`src/rtl/smsl_pkg.sv`:
```
`timescale 1ns / 1ps
`default_nettype none
// ----------------------------------------------------------------------------
// smsl_pkg
// Shared types, codes and sizes of the sorted multiset list unit.
// ----------------------------------------------------------------------------
package smsl_pkg;

    localparam int CAPACITY  = 32;
    localparam int ADDR_W    = $clog2(CAPACITY);
    localparam int CNT_W     = $clog2(CAPACITY + 1);
    localparam int DATA_W    = 32;
    localparam int FUNC_W    = 2;
    localparam int STATUS_W  = 3;
    localparam int COUNT_W   = 6;
    localparam int OUT_TDATA_W = 40;

    localparam logic [FUNC_W-1:0] FN_INSERT = 2'd0;
    localparam logic [FUNC_W-1:0] FN_REMOVE = 2'd1;
    localparam logic [FUNC_W-1:0] FN_LIST   = 2'd2;
    localparam logic [FUNC_W-1:0] FN_CLEAR  = 2'd3;

    localparam logic [STATUS_W-1:0] ST_INSERTED = 3'd0;
    localparam logic [STATUS_W-1:0] ST_FULL     = 3'd1;
    localparam logic [STATUS_W-1:0] ST_EMPTY    = 3'd2;
    localparam logic [STATUS_W-1:0] ST_NOTFOUND = 3'd3;
    localparam logic [STATUS_W-1:0] ST_REMOVED  = 3'd4;
    localparam logic [STATUS_W-1:0] ST_CLEARED  = 3'd5;
    localparam logic [STATUS_W-1:0] ST_LISTED   = 3'd6;

    typedef enum logic [2:0] {
        S_IDLE,
        S_DISPATCH,
        S_INS_CMP,
        S_INS_WR,
        S_REM_CMP,
        S_LST_OUT,
        S_EMIT
    } state_t;

    typedef struct packed {
        logic gt;
        logic eq;
    } cmp_res_t;

    function automatic logic [COUNT_W-1:0] to_count(input logic [CNT_W-1:0] n);
        logic [CNT_W+COUNT_W-1:0] t;
        t = {{COUNT_W{1'b0}}, n};
        return t[COUNT_W-1:0];
    endfunction

endpackage
`default_nettype wire

```
`src/rtl/smsl_ram.sv`:
```
`timescale 1ns / 1ps
`default_nettype none
// ----------------------------------------------------------------------------
// smsl_ram
// Simple dual-port RAM: one write port, one registered read port.
// ----------------------------------------------------------------------------
module smsl_ram #(
    parameter int DEPTH  = 32,
    parameter int WIDTH  = 32,
    parameter int ADDR_W = $clog2(DEPTH)
) (
    input  wire logic              clk,
    input  wire logic              wr_en,
    input  wire logic [ADDR_W-1:0] wr_addr,
    input  wire logic [WIDTH-1:0]  wr_data,
    input  wire logic              rd_en,
    input  wire logic [ADDR_W-1:0] rd_addr,
    output logic      [WIDTH-1:0]  rd_data
);

    logic [WIDTH-1:0] mem [DEPTH];

    always_ff @(posedge clk)
    begin
        if (wr_en)
        begin
            mem[wr_addr] <= wr_data;
        end
    end

    always_ff @(posedge clk)
    begin
        if (rd_en)
        begin
            rd_data <= mem[rd_addr];
        end
    end

endmodule
`default_nettype wire

```
`src/rtl/smsl_cmp.sv`:
```
`timescale 1ns / 1ps
`default_nettype none
// ----------------------------------------------------------------------------
// smsl_cmp
// Shared signed compare unit: greater-than and equality of two values.
// ----------------------------------------------------------------------------
module smsl_cmp (
    input  wire logic [smsl_pkg::DATA_W-1:0] a,
    input  wire logic [smsl_pkg::DATA_W-1:0] b,
    output smsl_pkg::cmp_res_t               res
);

    always_comb
    begin
        res.gt = $signed(a) > $signed(b);
        res.eq = (a == b);
    end

endmodule
`default_nettype wire

```
`src/rtl/sorted_multiset_list_unit.sv`:
```
`timescale 1ns / 1ps
`default_nettype none
// ----------------------------------------------------------------------------
// sorted_multiset_list_unit
// Sorted multiset of signed values with insert, remove-all, list and clear.
//
//   channel   dir  tdata                       tuser        tlast
//   s_axis    in   value[31:0]                 func[1:0]    -
//   m_axis    out  element[31:0], count[37:32] status[2:0]  last
//
// One item at a time; s_axis_tready is high only while the sequencer idles.
// Insert shifts every entry greater than the value up one place and writes it
// into the gap; a full store answers ST_FULL. Remove reads every stored entry
// and compacts the kept ones down. Clear empties the store. Remove and list on
// an empty store answer ST_EMPTY. List emits every entry in order; every result
// waits on m_axis_tready. Entries go one by one through the single read port and
// the one shared comparator. Reset empties the store at once; no clearing pass.
// ----------------------------------------------------------------------------
module sorted_multiset_list_unit (
    input  wire logic        clk,
    input  wire logic        rst_n,
    input  wire logic        s_axis_tvalid,
    output logic             s_axis_tready,
    input  wire logic [31:0] s_axis_tdata,   // value[31:0]
    input  wire logic [1:0]  s_axis_tuser,   // func[1:0]
    output logic             m_axis_tvalid,
    input  wire logic        m_axis_tready,
    output logic      [39:0] m_axis_tdata,   // element[31:0], count[37:32], zero
    output logic      [2:0]  m_axis_tuser,   // status[2:0]
    output logic             m_axis_tlast
);

    localparam int AW = smsl_pkg::ADDR_W;
    localparam int CW = smsl_pkg::CNT_W;
    localparam int DW = smsl_pkg::DATA_W;

    smsl_pkg::state_t state_reg, state_next;

    logic [smsl_pkg::FUNC_W-1:0]   func_reg, func_next;
    logic [DW-1:0]                 value_reg, value_next;
    logic [CW-1:0]                 occ_reg, occ_next;
    logic [CW-1:0]                 idx_reg, idx_next;
    logic [CW-1:0]                 kept_reg, kept_next;
    logic [smsl_pkg::STATUS_W-1:0] res_status_reg, res_status_next;
    logic [smsl_pkg::COUNT_W-1:0]  res_count_reg, res_count_next;

    logic                          out_valid_reg, out_valid_next;
    logic [smsl_pkg::STATUS_W-1:0] out_status_reg, out_status_next;
    logic [DW-1:0]                 out_element_reg, out_element_next;
    logic [smsl_pkg::COUNT_W-1:0]  out_count_reg, out_count_next;
    logic                          out_last_reg, out_last_next;

    logic          wr_en;
    logic [AW-1:0] wr_addr;
    logic [DW-1:0] wr_data;
    logic          rd_en;
    logic [AW-1:0] rd_addr;
    logic [DW-1:0] rd_data;

    smsl_pkg::cmp_res_t cmp_res;

    logic          out_free;
    logic [CW-1:0] occ_m1;
    logic [CW-1:0] occ_p1;
    logic [CW-1:0] idx_m1;
    logic [CW-1:0] idx_m2;
    logic [CW-1:0] idx_p1;
    logic [CW-1:0] kept_new;
    logic [CW-1:0] removed;

    smsl_ram #(
        .DEPTH (smsl_pkg::CAPACITY),
        .WIDTH (DW)
    ) u_ram (
        .clk     (clk),
        .wr_en   (wr_en),
        .wr_addr (wr_addr),
        .wr_data (wr_data),
        .rd_en   (rd_en),
        .rd_addr (rd_addr),
        .rd_data (rd_data)
    );

    smsl_cmp u_cmp (
        .a   (rd_data),
        .b   (value_reg),
        .res (cmp_res)
    );

    assign out_free = !out_valid_reg || m_axis_tready;
    assign occ_m1   = occ_reg - CW'(1);
    assign occ_p1   = occ_reg + CW'(1);
    assign idx_m1   = idx_reg - CW'(1);
    assign idx_m2   = idx_reg - CW'(2);
    assign idx_p1   = idx_reg + CW'(1);
    assign kept_new = kept_reg + CW'(!cmp_res.eq);
    assign removed  = occ_reg - kept_new;

    always_ff @(posedge clk or negedge rst_n)
    begin
        if (!rst_n)
        begin
            state_reg     <= smsl_pkg::S_IDLE;
            occ_reg       <= '0;
            out_valid_reg <= 1'b0;
        end
        else
        begin
            state_reg     <= state_next;
            occ_reg       <= occ_next;
            out_valid_reg <= out_valid_next;
        end
    end

    always_ff @(posedge clk)
    begin
        func_reg        <= func_next;
        value_reg       <= value_next;
        idx_reg         <= idx_next;
        kept_reg        <= kept_next;
        res_status_reg  <= res_status_next;
        res_count_reg   <= res_count_next;
        out_status_reg  <= out_status_next;
        out_element_reg <= out_element_next;
        out_count_reg   <= out_count_next;
        out_last_reg    <= out_last_next;
    end

    always_comb
    begin
        state_next       = state_reg;
        func_next        = func_reg;
        value_next       = value_reg;
        occ_next         = occ_reg;
        idx_next         = idx_reg;
        kept_next        = kept_reg;
        res_status_next  = res_status_reg;
        res_count_next   = res_count_reg;
        out_valid_next   = out_valid_reg && !m_axis_tready;
        out_status_next  = out_status_reg;
        out_element_next = out_element_reg;
        out_count_next   = out_count_reg;
        out_last_next    = out_last_reg;
        wr_en            = 1'b0;
        wr_addr          = idx_reg[AW-1:0];
        wr_data          = rd_data;
        rd_en            = 1'b0;
        rd_addr          = idx_reg[AW-1:0];
        s_axis_tready    = 1'b0;

        unique case (state_reg)
            smsl_pkg::S_IDLE:
            begin
                s_axis_tready = 1'b1;
                if (s_axis_tvalid)
                begin
                    func_next  = s_axis_tuser;
                    value_next = s_axis_tdata;
                    state_next = smsl_pkg::S_DISPATCH;
                end
            end

            smsl_pkg::S_DISPATCH:
            begin
                idx_next  = '0;
                kept_next = '0;
                unique case (func_reg)
                    smsl_pkg::FN_INSERT:
                    begin
                        if (occ_reg >= CW'(smsl_pkg::CAPACITY))
                        begin
                            res_status_next = smsl_pkg::ST_FULL;
                            res_count_next  = smsl_pkg::to_count(occ_reg);
                            state_next      = smsl_pkg::S_EMIT;
                        end
                        else if (occ_reg == '0)
                        begin
                            state_next = smsl_pkg::S_INS_WR;
                        end
                        else
                        begin
                            idx_next   = occ_reg;
                            rd_en      = 1'b1;
                            rd_addr    = occ_m1[AW-1:0];
                            state_next = smsl_pkg::S_INS_CMP;
                        end
                    end
                    smsl_pkg::FN_REMOVE,
                    smsl_pkg::FN_LIST:
                    begin
                        if (occ_reg == '0)
                        begin
                            res_status_next = smsl_pkg::ST_EMPTY;
                            res_count_next  = '0;
                            state_next      = smsl_pkg::S_EMIT;
                        end
                        else
                        begin
                            rd_en      = 1'b1;
                            rd_addr    = '0;
                            state_next = (func_reg == smsl_pkg::FN_LIST) ?
                                         smsl_pkg::S_LST_OUT : smsl_pkg::S_REM_CMP;
                        end
                    end
                    smsl_pkg::FN_CLEAR:
                    begin
                        res_status_next = (occ_reg == '0) ? smsl_pkg::ST_EMPTY
                                                          : smsl_pkg::ST_CLEARED;
                        res_count_next  = '0;
                        occ_next        = '0;
                        state_next      = smsl_pkg::S_EMIT;
                    end
                    default:
                    begin
                        state_next = smsl_pkg::S_IDLE;
                    end
                endcase
            end

            smsl_pkg::S_INS_CMP:
            begin
                if (cmp_res.gt)
                begin
                    wr_en    = 1'b1;
                    wr_addr  = idx_reg[AW-1:0];
                    wr_data  = rd_data;
                    idx_next = idx_m1;
                    if (idx_reg == CW'(1))
                    begin
                        state_next = smsl_pkg::S_INS_WR;
                    end
                    else
                    begin
                        rd_en   = 1'b1;
                        rd_addr = idx_m2[AW-1:0];
                    end
                end
                else
                begin
                    state_next = smsl_pkg::S_INS_WR;
                end
            end

            smsl_pkg::S_INS_WR:
            begin
                wr_en           = 1'b1;
                wr_addr         = idx_reg[AW-1:0];
                wr_data         = value_reg;
                occ_next        = occ_p1;
                res_status_next = smsl_pkg::ST_INSERTED;
                res_count_next  = smsl_pkg::to_count(occ_p1);
                state_next      = smsl_pkg::S_EMIT;
            end

            smsl_pkg::S_REM_CMP:
            begin
                // keep the entry: compact it down behind the read pointer
                if (!cmp_res.eq)
                begin
                    wr_en   = 1'b1;
                    wr_addr = kept_reg[AW-1:0];
                    wr_data = rd_data;
                end
                kept_next = kept_new;
                idx_next  = idx_p1;
                if (idx_p1 == occ_reg)
                begin
                    occ_next = kept_new;
                    if (removed == '0)
                    begin
                        res_status_next = smsl_pkg::ST_NOTFOUND;
                        res_count_next  = '0;
                    end
                    else
                    begin
                        res_status_next = smsl_pkg::ST_REMOVED;
                        res_count_next  = smsl_pkg::to_count(removed);
                    end
                    state_next = smsl_pkg::S_EMIT;
                end
                else
                begin
                    rd_en   = 1'b1;
                    rd_addr = idx_p1[AW-1:0];
                end
            end

            smsl_pkg::S_LST_OUT:
            begin
                if (out_free)
                begin
                    out_valid_next   = 1'b1;
                    out_status_next  = smsl_pkg::ST_LISTED;
                    out_element_next = rd_data;
                    out_count_next   = smsl_pkg::to_count(occ_reg);
                    out_last_next    = (idx_p1 == occ_reg);
                    idx_next         = idx_p1;
                    if (idx_p1 == occ_reg)
                    begin
                        state_next = smsl_pkg::S_IDLE;
                    end
                    else
                    begin
                        rd_en   = 1'b1;
                        rd_addr = idx_p1[AW-1:0];
                    end
                end
            end

            smsl_pkg::S_EMIT:
            begin
                if (out_free)
                begin
                    out_valid_next   = 1'b1;
                    out_status_next  = res_status_reg;
                    out_element_next = '0;
                    out_count_next   = res_count_reg;
                    out_last_next    = 1'b1;
                    state_next       = smsl_pkg::S_IDLE;
                end
            end

            default:
            begin
                state_next = smsl_pkg::S_IDLE;
            end
        endcase
    end

    assign m_axis_tvalid = out_valid_reg;
    assign m_axis_tdata  = {2'b00, out_count_reg, out_element_reg};
    assign m_axis_tuser  = out_status_reg;
    assign m_axis_tlast  = out_last_reg;

`ifndef SYNTH
    a_occ_bound: assert property (@(posedge clk) disable iff (!rst_n)
        occ_reg <= CW'(smsl_pkg::CAPACITY))
        else $error("occupancy above capacity");

    a_ins_ptr: assert property (@(posedge clk) disable iff (!rst_n)
        state_reg == smsl_pkg::S_INS_CMP |-> idx_reg != '0 && idx_reg <= occ_reg)
        else $error("insert shift pointer out of range");

    a_rem_kept: assert property (@(posedge clk) disable iff (!rst_n)
        state_reg == smsl_pkg::S_REM_CMP |-> kept_reg <= idx_reg && idx_reg < occ_reg)
        else $error("remove compaction overtook read pointer");

    a_single_last: assert property (@(posedge clk) disable iff (!rst_n)
        out_valid_reg && out_status_reg != smsl_pkg::ST_LISTED |-> out_last_reg)
        else $error("single result without last");

    a_list_last: assert property (@(posedge clk) disable iff (!rst_n)
        state_reg == smsl_pkg::S_LST_OUT && out_free && idx_p1 == occ_reg
        |=> state_reg == smsl_pkg::S_IDLE && out_valid_reg && out_last_reg)
        else $error("listing did not close with last");
`endif

endmodule
`default_nettype wire
```
`config.mk`:
```
export PLATFORM = sky130hd
export DESIGN_NAME = sorted_multiset_list_unit
export DESIGN_NICKNAME = d
export VERILOG_FILES = /design/src/rtl/smsl_pkg.sv /design/src/rtl/smsl_ram.sv /design/src/rtl/smsl_cmp.sv /design/src/rtl/sorted_multiset_list_unit.sv
export SDC_FILE = /design/constraint.sdc
export NUM_CORES = 2
export LEC_CHECK = 0
export BUFFER_PORTS_ARGS = -buffer_cell sky130_fd_sc_hd__buf_4
export CAP_MARGIN = 10
export CORE_AREA = 2 2 349 351
export CTS_CLUSTER_SIZE = 12
export DETAILED_ROUTE_END_ITERATION = 16
export DIE_AREA = 0 0 351 353
export SLEW_MARGIN = 10
export SYNTH_ARGS = -nofsm -noshare
export SYNTH_HDL_FRONTEND = slang
export SYNTH_SLANG_ARGS = --single-unit
```
`constraint.sdc`:
```
create_clock -name clk -period 6.2 [get_ports clk]
set_input_delay 1.86 -clock clk [delete_from_list [all_inputs] [get_ports clk]]
set_output_delay 1.86 -clock clk [all_outputs]
set_load 0.02 [all_outputs]
```
# Word-level counts from Yosys, hierarchy flattened
# Memories as Yosys holds them, arrays and structs flattened. A register that Yosys moved wholly into a read port is not among the register bits.
# Index checks and enable logic that the tools add are counted.
[word_totals]
ff_bits = 107
rom_bits = 0
in_bits = 38
n_memories = 1
out_inout_bits = 46
latch_bits = 0
mem_bits_rw = 1024
word_cells = 142
[mem_list]
columns = ["memory", "words", "word_bits", "rd", "rd_clocked_by_memory_dff", "wr", "line_no", "source"]
rows = [
  ["u_ram.mem", 32, 32, 1, 1, 1, "smsl_ram.sv:21", "logic [WIDTH-1:0] mem [DEPTH];"],
]
[op_classes]
order_cmp = 2
eq_ne = 22
mux = 76
bitwise = 0
n_addsub = 7
n_div = 0
reduce_logical = 21
multipliers = 0
shift = 0
[op_table]
columns = ["op", "count"]
rows = [
  ["32-bit 2-to-1 mux", 3],
  ["6-bit 2-to-1 mux", 13],
  ["32-bit one-hot mux with 2 select lines", 1],
  ["6-bit one-hot mux with 3 select lines", 3],
  ["3-bit 2-to-1 mux", 15],
  ["5-bit 2-to-1 mux", 9],
  ["32-bit equality test", 1],
  ["32-bit > comparator", 1],
  ["3-bit one-hot mux with 3 select lines", 3],
  ["6-bit one-hot mux with 2 select lines", 2],
  ["6-bit one-hot mux with 4 select lines", 1],
  ["3-bit one-hot mux with 7 select lines", 1],
  ["5-bit one-hot mux with 4 select lines", 1],
  ["1-bit 2-to-1 mux", 17],
  ["6-bit by 1-bit adder with 6-bit output (second input constant)", 2],
  ["6-bit zero test", 2],
  ["2-bit != test (second input constant)", 6],
  ["5-bit one-hot mux with 2 select lines", 1],
  ["3-bit equality test (second input constant)", 3],
  ["3-bit != test (second input constant)", 3],
  ["3-bit AND reduction", 3],
  ["6-bit by 1-bit adder with 6-bit output", 1],
  ["3-bit by 2-bit equality test with 1-bit output (second input constant)", 2],
  ["6-bit by 1-bit equality test with 1-bit output (second input constant)", 1],
  ["other kinds (27)", 33],
]

# Longest topological paths before layout
[depth]
ltp_word = 8
ltp_mapped = 21
depth_no_buf = 16

# Cells and area by module
# Synthesis repeated with hierarchy kept, for this count alone.
[hier_totals]
hier_cells = 2935
area_unflattened_um2 = 47434.2
[by_module_without_submodules]
columns = ["mod", "cells_each", "n_inst", "seq_area_each_um2", "area_each_um2"]
rows = [
  ["smsl_ram", 2260, 1, 31710.4, 40812.9],
  ["sorted_multiset_list_unit", 561, 1, 3163.0, 5776.8],
  ["smsl_cmp", 114, 1, 0.0, 844.6],
]

# Worst setup path after synthesis
# No wires, ideal clock.
[synth_timing]
path_type = "register -> register"
start = "register u_ram.rd_data[15], read port of u_ram.mem"
end = "register res_status_reg[2] (netlist name) (data pin)"
period_less_slack_ps = 4435
n_path_buf = 0
setup_time_ps = 276
stages_incl_launch_ff = 16
setup_slack_ps = 1765
arrival_ps = 4159
required_time_ps = 5924
path_cell_list = "edfxtp_1 ha_1 nand4_1 nor3_1 nand4b_1 ha_1 ha_1 inv_1 ha_1 a21o_1 maj3_1 maj3_1 maj3_1 xnor2_1 or4_1 a21boi_0"
[synth_between]
elab_chain_cells = 8
[synth_lines]
columns = ["item", "line_no", "source"]
rows = [
  ["start: declaration", "smsl_ram.sv:18", "output logic [WIDTH-1:0] rd_data"],
  ["32-bit equality test", "smsl_cmp.sv:16", "res.eq = (a == b);"],
  ["1-bit zero test", "--", ""],
  ["6-bit by 1-bit adder with 6-bit output", "sorted_multiset_list_unit.sv:96", "assign kept_new = kept_reg + CW'(!cmp_res.eq);"],
  ["via kept_new[1]", "sorted_multiset_list_unit.sv:68", "logic [CW-1:0] kept_new;"],
  ["6-bit subtractor", "sorted_multiset_list_unit.sv:97", "assign removed = occ_reg - kept_new;"],
  ["6-bit zero test", "sorted_multiset_list_unit.sv:269", "if (removed == '0)"],
  ["3-bit 2-to-1 mux", "sorted_multiset_list_unit.sv:269", ""],
  ["3-bit 2-to-1 mux", "sorted_multiset_list_unit.sv:266", "if (idx_p1 == occ_reg)"],
  ["3-bit one-hot mux with 3 select lines", "sorted_multiset_list_unit.sv:151", "unique case (state_reg)"],
  ["via res_status_next (one bit)", "sorted_multiset_list_unit.sv:44", "logic [smsl_pkg::STATUS_W-1:0] res_status_reg, res_status_next;"],
  ["end signal: assignment", "sorted_multiset_list_unit.sv:121", "res_status_reg <= res_status_next;"],
  ["end: declaration", "sorted_multiset_list_unit.sv:44", ""],
]
# The timed path passes the listed nets, and every way through them passes these cells. The select of a mux whose other input is x is not followed.
# A chain may end at the register's enable or synchronous reset.

# Final worst setup path
[layout_timing]
start = "register u_ram.rd_data[13], read port of u_ram.mem"
end = "register res_status_reg[2] (netlist name) (data pin)"
# Same word-level chain as after synthesis.

==> results.toml <==
[outcome]
status = "finished, final reports clean"

[logic_synthesis]
synth_xor_area_share_pct = 0.505
synthCells = 3202
yosysTopAreaCell = "edfxtp_1"
synthArstFlopShare_pct = 0.860
synth_top_cells_by_area = "edfxtp_1 72%, nand2_1 4.8%, mux4_2 3.2%"
synthAdderAreaFrac_pct = 1.38
synth_area_per_cell_um2 = 14.9
synthSimpleGateAreaFrac_pct = 10.4
synth_top_area_share_pct = 72.3
muxShareOfSynthArea_pct = 6.60
synth_warnings = 0
synth.distinct_cells = 83
synth_ff_type = "edfxtp_1"
synth_enable_flop_cells = 1153
synth.cell_area_um2 = 47900
synth_compound_area_share_pct = 5.80
synth_top_family_by_area = "simple AND/OR/NAND/NOR gates"
ys_ff_latch = 1163
ys_seq_area_share_pct = 72.9

[timing]
finClkSkew_ps = 55.5
drv_slew = 0
worst_slew_pin_slew_ps = 1270
maxSlewHeadroom_pct = 15.3
tns_ps = 0
max_freq_ghz = 0.185
hold_viol = 0
report.final.setup_viol = 0
period_needed_ps = 5400
post-route-period-util_pct = 87.0
rsz0062_at_grt = "false"

[critical_path]
crit_chain = "ha_1, nand4_1, nor3_1, nand4b_1, ha_1, ha_1, inv_1, ha_1, a21o_1, maj3_1, maj3_1, maj3_1, xnor2_1, or4_1, a21boi_0"
cp.arrival_ps = 5770
cp_top_family = "adder cells"
crit_top_cell = "ha_1"
critPathMaxFanout = 6
cp-start-kind = "register"
max_stage_delay_ps = 570
path_buf_inv = 1
setup.worst_path.class = "register to register"
endpoint_kind = "register"
cp.required_ps = 6570
slowest_stage = "edfxtp_1"

[global_route]
grt_antenna_before_repair = 2
grt_first_pass_wirelength_um = 195000
grt_pass1_vias = 27600
grt_max_degree = 108
overflow = 0
gr-usage-all-layers_pct = 21.5

[layout]
layout-drive-gt1-share_pct = 15.8
final_common_cell = "edfxtp_1"
register_area_um2 = 34900
multi_input_area_um2 = 12300
n_fill_cell = 10500
largest_reg_flops = 1024
largest-register = "u_ram.mem"
layout_common_cells = "1153 x edfxtp_1, 602 x nand2_1, 201 x buf_4, 182 x nand3_1, 149 x mux2i_1"
diodes = 0
final_nets = 3435
area_delta_synth_final_pct = 14.3

[die]
ios = 84
initial_utilization_pct = 39.7
core_um2 = 121000
fp.dieH_um = 353
die_w_um = 351
rows = 128
die_area_um2 = 124000

[routing]
finalWirelength_um = 134000
antenna_left = 0
viasPerCell = 5.67
drt-wirelength-per-cell_um = 26.6
num_vias = 28600
drtIter0Drc = 3339
drc = 0
firstDrtPassIters = 6

[clock_network]
post_cts.repair.setup_buffers = 0
clockBufferDepth = 3
cts_buffers = 115
cts.sinks = 1163
insertion_delay_ps = 710
cts-resized-gates = 0
htree_levels = 3
cts_tree = "built"
cts-root-buf = "clkbuf_16"
clk_pin_slew_ps = 60
ctsHoldBuffers = 0

[place]
hpwlAfterDp_um = 78300
io_buffers = 81
gp_congestion = 0.874

[min_path]
hp-class = "register to register"

[job]
maxCapViolCount = 0
==> cell usage after synthesis (all sizes together), types with 12 or more instances <==
cell type	n
a21o	14
a21oi	38
a22oi	12
a311oi	61
a31oi	29
a32oi	23
and2	47
and3	66
buf	106
clkbuf	91
edfxtp	1153
ha	47
inv	47
mux2i	149
mux4	69
nand2	606
nand3	182
nand4	25
nor2	88
nor2b	16
nor3	19
o211ai	21
o21ai	94
o22ai	33
xnor2	13
==> kinds of logic after synthesis <==
group | after synthesis
other cells | 1
mux | 228
buf+inv | 245
simple gates | 1100
fa+ha+maj | 53
flops | 1163
compound gates | 387
xor+xnor | 25
==> final timing paths <==
check	from	slack, ps	cells past startpoint	to
worst min-delay path	res_status_reg[1]	500	1	m_axis_tuser[1]
worst max-delay path	u_ram.rd_data[13]	800	15	res_status_reg[2]
worst min register to register	res_status_reg[1]	500	1	m_axis_tuser[1]
worst max register to register	u_ram.rd_data[13]	800	15	res_status_reg[2]
max in group asynchronous	rst_n	5000	1	state_reg[2]
min in group asynchronous	rst_n	1030	1	occ_reg[0]
==> metal layers <==
layer  GRT usage, %  up-vias  wire length, um
met5              0        -               32
met4           6.25        6             3560
met3           3.21      231            10700
met2           34.6     1248            63800
met1           30.2    14600            56000
li1               -    12500                -
==> through the flow <==
step | setup WS [ps] | utilization [%] | cells | cell area (um^2) | hold WS [ps]
after floorplan | 1770 | - | 3203 | 47900 | 482
after global placement | 569 | 42.5 | 4855 | 51300 | 489
after detailed placement | 589 | 42.6 | 4856 | 51300 | 491
after CTS | 826 | 45.3 | 5045 | 54600 | 502
after global routing | 686 | 45.4 | 5046 | 54700 | 522
final | 804 | 45.4 | 5046 | 54700 | 500
==> cell type report <==
type,count,share of cell area [%]
clock buffer,154,5.53
clock inverter,35,0.535
inverter,48,0.329
multi-input combinational,1795,22.5
sequential,1163,63.7
tap,1625,3.72
timing repair buffer,226,3.66
Power is not shown: default switching activity piles up to over one toggle a cycle in this logic, so the estimate is an artifact.
